## config.mk

```make
export PLATFORM = sky130hd
export DESIGN_NAME = gesture_code_lock
export DESIGN_NICKNAME = d
export VERILOG_FILES = /design/src/design/gcl_pkg.sv /design/src/design/gesture_code_lock.sv
export SDC_FILE = /design/constraint.sdc
export NUM_CORES = 1
export LEC_CHECK = 0
export BUFFER_PORTS_ARGS = -buffer_cell sky130_fd_sc_hd__buf_2
export CAP_MARGIN = 20
export CORE_MARGIN = 2
export CORE_UTILIZATION = 53
export CTS_BUF_LIST = sky130_fd_sc_hd__clkbuf_8
export DETAILED_ROUTE_END_ITERATION = 7
export GPL_ROUTABILITY_DRIVEN = 0
export PLACE_DENSITY = 0.77
export SLEW_MARGIN = 25
export SYNTH_ARGS = -nofsm -noshare
export SYNTH_HDL_FRONTEND = slang
export SYNTH_SLANG_ARGS = --single-unit
export TNS_END_PERCENT = 10
```

## constraint.sdc

```tcl
create_clock -name clk -period 3.8 [get_ports clk]
set_clock_uncertainty 0.05 [all_clocks]
set_input_delay 0.76 -clock clk [delete_from_list [all_inputs] [get_ports clk]]
set_output_delay 0.76 -clock clk [all_outputs]
set_load 0.05 [all_outputs]
```

## src/design/gcl_pkg.sv

```systemverilog
// ----------------------------------------------------------------------------
// gcl_pkg : shared definitions for the gesture code lock
// Field widths, register indexes, reset values, event codes and the phase
// state encoding.
// ----------------------------------------------------------------------------
package gcl_pkg;

    // Field widths
    localparam int SAMPLE_W = 12;
    localparam int THR_W    = 12;
    localparam int DIGIT_W  = 2;
    localparam int COUNT_W  = 5;
    localparam int PHASE_W  = 2;
    localparam int EVENT_W  = 3;

    // Default code length (digits in the stored code)
    localparam int CODE_LENGTH_DEF = 4;

    // Configuration register indexes
    localparam int CFG_ADDR_W = 1;
    typedef enum logic [CFG_ADDR_W-1:0] {
        REG_LOW_THR  = 1'b0,
        REG_HIGH_THR = 1'b1
    } cfg_reg_t;

    // Threshold reset values
    localparam logic [THR_W-1:0] LOW_THR_RST  = 12'd100;
    localparam logic [THR_W-1:0] HIGH_THR_RST = 12'd4000;

    // Input kinds
    localparam logic MODE_SAMPLE  = 1'b0;
    localparam logic MODE_CONFIRM = 1'b1;

    // Result event codes
    typedef enum logic [EVENT_W-1:0] {
        EV_NONE         = 3'd0,
        EV_ENROLL_DIGIT = 3'd1,
        EV_ENROLL_DONE  = 3'd2,
        EV_CONFIRMED    = 3'd3,
        EV_OPENED       = 3'd4,
        EV_LOCKED       = 3'd5,
        EV_WRONG_CODE   = 3'd6
    } event_t;

    // Gesture digits (gestures 1..4)
    localparam logic [DIGIT_W-1:0] DIG_X_LOW  = 2'd0;
    localparam logic [DIGIT_W-1:0] DIG_X_HIGH = 2'd1;
    localparam logic [DIGIT_W-1:0] DIG_Y_LOW  = 2'd2;
    localparam logic [DIGIT_W-1:0] DIG_Y_HIGH = 2'd3;

    // Lock phase state, one-hot
    typedef enum logic [3:0] {
        PH_ENROLL   = 4'b0001,
        PH_AWAIT    = 4'b0010,
        PH_TO_OPEN  = 4'b0100,
        PH_TO_CLOSE = 4'b1000
    } phase_t;

    // Reported phase codes
    localparam logic [PHASE_W-1:0] PHASE_CODE_ENROLL   = 2'd0;
    localparam logic [PHASE_W-1:0] PHASE_CODE_AWAIT    = 2'd1;
    localparam logic [PHASE_W-1:0] PHASE_CODE_TO_OPEN  = 2'd2;
    localparam logic [PHASE_W-1:0] PHASE_CODE_TO_CLOSE = 2'd3;

    // One result item
    typedef struct packed {
        event_t               ev;
        logic [DIGIT_W-1:0]   digit;
        logic [COUNT_W-1:0]   digit_count;
        logic                 is_locked;
        logic [PHASE_W-1:0]   phase;
    } result_t;

    function automatic logic [PHASE_W-1:0] phase_code(input phase_t ph);
        logic [PHASE_W-1:0] code;
        begin
            case (ph)
                PH_ENROLL:   code = PHASE_CODE_ENROLL;
                PH_AWAIT:    code = PHASE_CODE_AWAIT;
                PH_TO_OPEN:  code = PHASE_CODE_TO_OPEN;
                PH_TO_CLOSE: code = PHASE_CODE_TO_CLOSE;
                default:     code = PHASE_CODE_ENROLL;
            endcase
            return code;
        end
    endfunction

endpackage

```

## src/design/gesture_code_lock.sv

```systemverilog
// ----------------------------------------------------------------------------
// gesture_code_lock : joystick gesture combination lock
// Classifies joystick samples into gesture digits, enrols a code, then
// toggles the lock on each correct entry of that code.
// ----------------------------------------------------------------------------
// Usage:
//   Input stream (s_tvalid/s_tready): one transfer per joystick sample or
//   confirm press; s_tuser = mode (1 = confirm), s_tdata = {y, x}.
//   Output stream (m_tvalid/m_tready): exactly one result transfer per
//   input transfer, in order; m_tuser = event code, m_tdata carries digit,
//   digit count, lock flag and phase.
//   Config port: cfg_we/cfg_addr/cfg_wdata set the low (index 0) and high
//   (index 1) deflection thresholds; write only while the block is idle.
// Pipeline: two register stages (input register, then result register);
//   an item passes from the input register to the result register, which
//   drives m_tvalid. Throughput: one item per cycle while m_tready does not
//   hold the result register; the lock state is updated at the same edge
//   as an item moves from the input register to the result register.
// Reset: thresholds go to 100 and 4000, phase to enrol, count and flags
//   clear, re-armed; the code store holds nothing until enrolled.
// Stall: while m_tready is low the result register holds, the input
//   register takes one more item, and s_tready then drops.
// ----------------------------------------------------------------------------
module gesture_code_lock
    import gcl_pkg::*;
#(
    parameter int CODE_LENGTH = CODE_LENGTH_DEF
)
(
    input  logic                   clk,
    input  logic                   rst_n,
    // config write port
    input  logic                   cfg_we,
    input  logic [CFG_ADDR_W-1:0]  cfg_addr,
    input  logic [THR_W-1:0]       cfg_wdata,
    // input stream
    input  logic                   s_tvalid,
    output logic                   s_tready,
    input  logic [23:0]            s_tdata,   // [11:0] x_sample, [23:12] y_sample
    input  logic                   s_tuser,   // [0] mode
    // result stream
    output logic                   m_tvalid,
    input  logic                   m_tready,
    output logic [15:0]            m_tdata,   // [1:0] digit, [6:2] digit_count,
                                              // [7] is_locked, [9:8] phase, rest 0
    output logic [EVENT_W-1:0]     m_tuser    // [2:0] event_res
);

    localparam int IDX_W = (CODE_LENGTH > 1) ? $clog2(CODE_LENGTH) : 1;
    localparam logic [COUNT_W-1:0] CODE_LEN_C = COUNT_W'(CODE_LENGTH);

    // Configuration registers
    logic [THR_W-1:0] low_thr_reg;
    logic [THR_W-1:0] high_thr_reg;

    always_ff @(posedge clk or negedge rst_n)
    begin
        if (!rst_n)
        begin
            low_thr_reg  <= LOW_THR_RST;
            high_thr_reg <= HIGH_THR_RST;
        end
        else if (cfg_we)
        begin
            case (cfg_addr)
                REG_LOW_THR:  low_thr_reg  <= cfg_wdata;
                REG_HIGH_THR: high_thr_reg <= cfg_wdata;
                default:      ;
            endcase
        end
    end

    // Handshake: input register feeds result register
    logic                in_valid_reg;
    logic                in_mode_reg;
    logic [SAMPLE_W-1:0] in_x_reg;
    logic [SAMPLE_W-1:0] in_y_reg;
    logic                out_valid_reg;
    result_t             out_reg;
    logic                advance;
    logic                fire;

    assign advance  = !out_valid_reg || m_tready;
    assign fire     = in_valid_reg && advance;
    assign s_tready = !in_valid_reg || advance;

    always_ff @(posedge clk or negedge rst_n)
    begin
        if (!rst_n)
        begin
            in_valid_reg <= 1'b0;
        end
        else if (s_tready)
        begin
            in_valid_reg <= s_tvalid;
        end
    end

    always_ff @(posedge clk)
    begin
        if (s_tvalid && s_tready)
        begin
            in_mode_reg <= s_tuser;
            in_x_reg    <= s_tdata[SAMPLE_W-1:0];
            in_y_reg    <= s_tdata[2*SAMPLE_W-1:SAMPLE_W];
        end
    end

    // Lock state
    logic [DIGIT_W-1:0] code_reg [CODE_LENGTH];
    logic [COUNT_W-1:0] entry_count_reg, entry_count_next;
    logic               rearmed_reg, rearmed_next;
    phase_t             phase_reg, phase_next;
    logic               mismatch_reg, mismatch_next;
    logic               locked_reg, locked_next;

    // Combinational step
    logic               x_low, x_high, y_low, y_high;
    logic               hit, centered;
    logic [DIGIT_W-1:0] gesture;
    logic [COUNT_W-1:0] pos;
    logic [COUNT_W-1:0] pos_inc;
    logic [IDX_W-1:0]   pos_idx;
    logic [DIGIT_W-1:0] code_rd;
    logic               code_we;
    logic               mism;
    result_t            res;

    assign x_low    = in_x_reg <= low_thr_reg;
    assign x_high   = in_x_reg >= high_thr_reg;
    assign y_low    = in_y_reg <= low_thr_reg;
    assign y_high   = in_y_reg >= high_thr_reg;
    assign hit      = x_low || x_high || y_low || y_high;
    assign centered = !x_low && !x_high && !y_low && !y_high;

    // priority: x low, x high, y low, y high
    always_comb
    begin
        if (x_low)
            gesture = DIG_X_LOW;
        else if (x_high)
            gesture = DIG_X_HIGH;
        else if (y_low)
            gesture = DIG_Y_LOW;
        else
            gesture = DIG_Y_HIGH;
    end

    // code position, clamped to the last entry
    assign pos     = (entry_count_reg < CODE_LEN_C) ? entry_count_reg
                                                    : CODE_LEN_C - COUNT_W'(1);
    assign pos_inc = pos + COUNT_W'(1);
    assign pos_idx = pos[IDX_W-1:0];
    assign code_rd = code_reg[pos_idx];
    assign mism    = mismatch_reg || (code_rd != gesture);

    always_comb
    begin
        entry_count_next = entry_count_reg;
        rearmed_next     = rearmed_reg;
        phase_next       = phase_reg;
        mismatch_next    = mismatch_reg;
        locked_next      = locked_reg;
        code_we          = 1'b0;
        res.ev           = EV_NONE;
        res.digit        = '0;
        res.digit_count  = entry_count_reg;

        if (in_mode_reg == MODE_CONFIRM)
        begin
            // confirm press only counts after enrolment
            if (phase_reg == PH_AWAIT)
            begin
                phase_next       = PH_TO_OPEN;
                locked_next      = 1'b1;
                entry_count_next = '0;
                mismatch_next    = 1'b0;
                rearmed_next     = 1'b1;
                res.ev           = EV_CONFIRMED;
            end
        end
        else if (phase_reg != PH_AWAIT)
        begin
            if (rearmed_reg && hit)
            begin
                res.digit        = gesture;
                res.digit_count  = pos_inc;
                rearmed_next     = 1'b0;
                entry_count_next = pos_inc;
                if (phase_reg == PH_ENROLL)
                begin
                    code_we = 1'b1;
                    res.ev  = EV_ENROLL_DIGIT;
                    if (pos_inc >= CODE_LEN_C)
                    begin
                        res.ev           = EV_ENROLL_DONE;
                        entry_count_next = '0;
                        phase_next       = PH_AWAIT;
                    end
                end
                else if (pos_inc >= CODE_LEN_C)
                begin
                    // entry complete: check, and toggle on a correct code
                    if (mism)
                    begin
                        res.ev = EV_WRONG_CODE;
                    end
                    else if (phase_reg == PH_TO_OPEN)
                    begin
                        res.ev       = EV_OPENED;
                        locked_next  = 1'b0;
                        phase_next   = PH_TO_CLOSE;
                        rearmed_next = 1'b1;
                    end
                    else
                    begin
                        res.ev       = EV_LOCKED;
                        locked_next  = 1'b1;
                        phase_next   = PH_TO_OPEN;
                        rearmed_next = 1'b1;
                    end
                    entry_count_next = '0;
                    mismatch_next    = 1'b0;
                end
                else
                begin
                    mismatch_next = mism;
                end
            end
            if (centered)
                rearmed_next = 1'b1;
        end

        res.is_locked = locked_next;
        res.phase     = phase_code(phase_next);
    end

    // State update
    always_ff @(posedge clk or negedge rst_n)
    begin
        if (!rst_n)
        begin
            entry_count_reg <= '0;
            rearmed_reg     <= 1'b1;
            phase_reg       <= PH_ENROLL;
            mismatch_reg    <= 1'b0;
            locked_reg      <= 1'b0;
        end
        else if (fire)
        begin
            entry_count_reg <= entry_count_next;
            rearmed_reg     <= rearmed_next;
            phase_reg       <= phase_next;
            mismatch_reg    <= mismatch_next;
            locked_reg      <= locked_next;
        end
    end

    // Code store, no reset: every entry is enrolled before it is read
    always_ff @(posedge clk)
    begin
        if (fire && code_we)
            code_reg[pos_idx] <= gesture;
    end

    // Result register
    always_ff @(posedge clk or negedge rst_n)
    begin
        if (!rst_n)
        begin
            out_valid_reg <= 1'b0;
        end
        else if (advance)
        begin
            out_valid_reg <= in_valid_reg;
        end
    end

    always_ff @(posedge clk)
    begin
        if (fire)
            out_reg <= res;
    end

    assign m_tvalid = out_valid_reg;
    assign m_tuser  = out_reg.ev;
    assign m_tdata  = {6'd0, out_reg.phase, out_reg.is_locked,
                       out_reg.digit_count, out_reg.digit};

    // Assertions
    a_count_range: assert property (@(posedge clk) disable iff (!rst_n)
        entry_count_reg < CODE_LEN_C)
        else $error("entry count reached code length");

    a_lock_vs_phase: assert property (@(posedge clk) disable iff (!rst_n)
        locked_reg == (phase_reg == PH_TO_OPEN))
        else $error("lock flag disagrees with phase");

    a_in_hold: assert property (@(posedge clk) disable iff (!rst_n)
        in_valid_reg && !advance |=> in_valid_reg && $stable(in_x_reg)
                                     && $stable(in_y_reg) && $stable(in_mode_reg))
        else $error("input register lost an item during stall");

    a_opened_result: assert property (@(posedge clk) disable iff (!rst_n)
        fire && res.ev == EV_OPENED |=> !out_reg.is_locked
                                        && out_reg.phase == PHASE_CODE_TO_CLOSE)
        else $error("opened result with wrong lock state");

endmodule

```

**Word level (Yosys, flattened, before mapping)**

Memories as Yosys holds them, arrays and structs flattened.
Index checks and enable logic that the tools add are counted.

- Muxes and demuxes: 57
- Reduce and logical (&&, ||, !) cells: 28
- Equal/unequal tests: 10
- Bitwise gates (word level): 3
- $lt $le $gt $ge: 6
- Add/sub/neg operators: 1

Operator list:

| operator | number |
|---|---|
| 2-to-1 mux 4 bit | 9 |
| 2-to-1 mux 5 bit | 7 |
| 2-to-1 mux 1 bit | 30 |
| greater-or-equal comparator 12 bit | 2 |
| <= comparator 12 bit | 2 |
| 2-to-1 mux 10 bit | 2 |
| 2-to-1 mux 2 bit | 5 |
| 2-to-1 mux 3 bit | 3 |
| equality test 4 x 2 -> 1 bit, second input constant | 2 |
| equality test 4 x 3 -> 1 bit, second input constant | 2 |
| AND reduction 4 bit | 2 |
| logical AND 1 bit | 7 |
| logical NOT 1 bit | 6 |
| logical OR 1 bit | 6 |
| one-hot mux 2 bit (3 select lines) | 1 |
| adder 5 x 1 -> 5 bit, second input constant | 1 |
| greater-or-equal comparator 5 x 3 -> 1 bit, second input constant | 1 |
| less-than comparator 5 x 3 -> 1 bit, second input constant | 1 |
| AND reduction 5 bit | 1 |
| equality test 4 x 1 -> 1 bit, second input constant | 1 |
| equality test 4 bit, second input constant | 1 |
| inequality test 4 x 2 -> 1 bit, second input constant | 1 |
| AND reduction 2 bit | 2 |
| nonzero test 2 bit | 2 |
| other kinds (6) | 8 |

- Bits in writable memories: 8
- Register bits after elaboration: 76
- Memories kept: 1
- Logic and storage cells: 123

Memories:

| memory | depth | bits a word | read ports | clocked after memory_dff | write ports | RTL line | RTL |
|---|---|---|---|---|---|---|---|
| code_reg | 4 | 2 | 1 | 0 | 1 | gesture_code_lock.sv:110 | `logic [DIGIT_W-1:0] code_reg [CODE_LENGTH];` |

**Logic depth before layout (Yosys ltp)**

- Depth after elaboration: 14
- Mapped depth: 13
- Depth with buffers taken out: 12

**Worst setup path after synthesis**

OpenSTA, ideal clock, no wires.

- Kind: register to register
- Start point: reg high_thr_reg[9]
- End point: reg out_reg (netlist bit m_tdata[9]) (data pin)
- Path buffers: 0
- Stages on the path, launching flop included: 13
- Slack: 652 ps
- Data arrival time: 2829 ps
- Data required time: 3481 ps
- Cells stage by stage: dfstp_2 inv_1 ha_1 a21o_1 a21o_1 a21oi_1 o21ai_0 nor4_2 a221oi_4 or3_4 mux2i_2 xor2_1 a221oi_2

RTL lines:

| what | RTL line | RTL |
|---|---|---|
| start: declaration | gesture_code_lock.sv:54 | `logic [THR_W-1:0] high_thr_reg;` |
| start signal: assignment | gesture_code_lock.sv:67 | `REG_HIGH_THR: high_thr_reg <= cfg_wdata;` |
| end signal: assignment | gesture_code_lock.sv:282 | `out_reg <= res;` |
| end: declaration | gesture_code_lock.sv:79 | `result_t out_reg;` |

==> key figures <==
STA
  • RSZ-0062 raised after global routing: false
  • Minimum clock period: 3492 ps
  • Max Clock Freq: about 290 MHz
  • Final worst-path cycle share: 91.89%
  • Max-slew violation count: 0
  • Max_slew headroom: 39.27%
  • Fin Setup TNS: 0 ps
  • Hold violation count in the final report: 0
  • # setup viols final: 0
  • Slew @ Worst Pin: 898.4 ps

Detailed routing
  • Average wire per standard cell: 15.54 um
  • Vias per cell: 5.559
  • Vias: ~3200
  • Initial DRC count: between 100 and 150
  • Post-route DRC: 0
  • DRT Pass-1 Iters: 4
  • Total Wirelength: 9015 um
  • Routed Antenna Nets: 0

Synthesis
  • Post-synth EDFFs: 46
  • Most common flop cell mapped by yosys: edfxtp_1
  • Synth Warn #: 0
  • Post-Syn Area per Cell: ~12 um^2
  • Sequential area share after synthesis: 49.84%
  • Synthesized area: 4707 um^2
  • Number of synthesized register bits: 84
  • FFs w/ async S/R, synth: 45.24%
  • Yosys cell types: 64
  • Cells after Synth: 407

Clock network
  • Total CTS buffers: 9
  • Post-CTS setup buffers: 0
  • Worst skew pair latency: 360 ps
  • H-tree levels: 3
  • CTS sink cnt: 84
  • CTS root buffer: clkbuf_8
  • CTS tree: done
  • Reg clk slew, reported paths: 90 ps
  • Post-cts sizing count: 0
  • Clk buf depth: 2
  • Cts hold-fix bufs: 0

Layout
  • Fraction of layout cells with a size suffix above 1: a little over a quarter
  • Nets: 562
  • ANT cells: 0
  • Synthesis-to-finish area growth: 12.31%
  • Final core occ: 60.91%
  • Post-Layout Cell Count: 580

Global route
  • First-pass GRT wire length: 15120 um
  • Largest net degree at the start of global routing: 39
  • All-Layer GR Usage: 19.69%
  • Initial antenna violation count: 0
  • Vias in the first global route: ~3100
  • Grt ovf: 0

Floorplan
  • Top Ports: 64
  • Die height: 98.24 um
  • FP Rows: 34
  • Core area: 8678 um^2
  • Initial cell density of the core: between 50% and 60%
  • Die width: 98.24 um
  • Overall die area: 9651 um^2

Worst setup path
  • Crit path DAT: 3550 ps
  • Critical Path RT: 3850 ps
  • Largest fanout on the critical path: 7
  • Setup Crit Path Kind: flop to flop
  • Worst Setup Start Kind: flop
  • Critical Path Sink Type: flop

Job
  • Max cap viols: 0

Placement
  • Port bufs: 57
  • Placed cells: approximately 560
  • HPWL after DPL: 6829 um

Power
  • Max VDD drop: 0.2172 mV
  • Pleak: 2.270 nW
  • Power per standard cell area: ~470 nW/um^2

Status
  • Status: completed

Hold path
  • Hold WC Path Type: input pin to asynchronous set/reset pin
==> worst max-delay path, cell delays in order, from the launching register on <==
cell	delay [ps]
dfrtp_1	410
ha_1	290
nand2b_1	150
a2111o_1	450
a31oi_1	210
o221ai_1	200
o31ai_2	460
or2_1	300
or3_4	170
mux2i_2	260
xor2_1	220
a221oi_2	60
==> stage by stage <==
stage / power (W) / hold WS [ps] / worst slack [ps] / cell area [um^2]
floorplan: 0.001661 / 407.2 / 652.0 / 4726
global placement: 0.001801 / 422.6 / 427.8 / 5080
detailed placement: 0.001830 / 439.0 / 271.6 / 5080
CTS: 0.002469 / 449.7 / 255.1 / 5281
global route: 0.002609 / 476.6 / 115.6 / 5286
finish: 0.002463 / 445.3 / 308.1 / 5286
==> routing by layer <==
layer  routed length (um)  vias to the layer above  GRT usage (%)  share of wire, %
li1                     -                     1593              -                 -
met1                 4282                     1542          26.74                47
met2                 4154                       74          30.45                46
met3                  397                       15          4.581               4.4
met4                  180                        0          8.641               2.0
met5                    0                        -              0                 0
==> placed cells by master, fill, tap and decap left out, types with 3 or more instances in the layout <==
master     n
nor2_1    15
nand2_1   35
dfstp_2   11
buf_2     57
dfrtp_1   27
inv_1     33
o21ai_0   25
edfxtp_1  46
a21oi_1   17
mux2_2    19
ha_1      52
conb_1     6
clkbuf_8   9
nor2b_1    6
nor4_1     4
nor3_1     6
nand4_1    6
a21o_1     3
o31ai_1    3
a211oi_1   3
and2_1    13
nand3_1    4
nand2b_1   7
==> cell usage after synthesis (3+ instances only) <==
library cell / count / share of area (%)
ha_1: 52 / 14
edfxtp_1: 46 / 29
nand2_1: 35 / 2.8
inv_1: 32 / 2.6
dfrtp_1: 27 / 14
o21ai_0: 25 / 2.7
mux2_2: 19 / 4.5
a21oi_1: 17 / 1.8
nor2_1: 15 / 1.2
and2_1: 13 / 1.7
dfstp_2: 11 / 6.1
clkbuf_1: 7 / 0.56
nand2b_1: 7 / 0.93
nor3_1: 7 / 0.74
buf_4: 6 / 0.96
nand4_1: 6 / 0.80
nor2b_1: 6 / 0.80
nand3_1: 4 / 0.43
nor4_1: 4 / 0.53
a211oi_1: 3 / 0.48
a21o_1: 3 / 0.48
o31ai_1: 3 / 0.48
==> logic make-up after synthesis <==
logic type	share of synthesized area (%)
AND/OR/NAND/NOR	13.72
flip-flops	49.84
AO/OA/AOI/OAI	12.79
adder cells (fa/ha/maj)	13.82
buffers and inverters	4.359
multiplexers	4.838
XOR/XNOR	0.5583
other	0.07967
==> layout make-up <==
class	instances	area, um^2
fill	725	3392
timing repair buffer	59	300.3
tap	108	135.1
multi-input combinational	280	2180
sequential	84	2346
inverter	33	123.9
clock buffer	9	123.9
clock inverter	7	77.57
==> power breakdown <==
part,internal [W],total [W],switching (W)
Combinational,0.000260,0.000675,0.000416
Clock,0.000308,0.000645,0.000337
Sequential,0.00108,0.00114,0.0000638
Total,0.00165,0.00246,0.000816
==> path summary, 6_finish.rpt <==
check	from	endpoint	slack [ps]	cells past startpoint
worst max-delay path	high_thr_reg[0]	m_tdata[9]	310	11
worst min register to register	rearmed_reg	rearmed_reg	450	2
worst max register to register	high_thr_reg[0]	m_tdata[9]	310	11
min in group clk	rearmed_reg	rearmed_reg	450	2
worst min-delay path	rst_n	high_thr_reg[3]	450	1
max in group asynchronous	rst_n	in_valid_reg	2700	1
No activity file was read; power rests on OpenSTA's default activity.
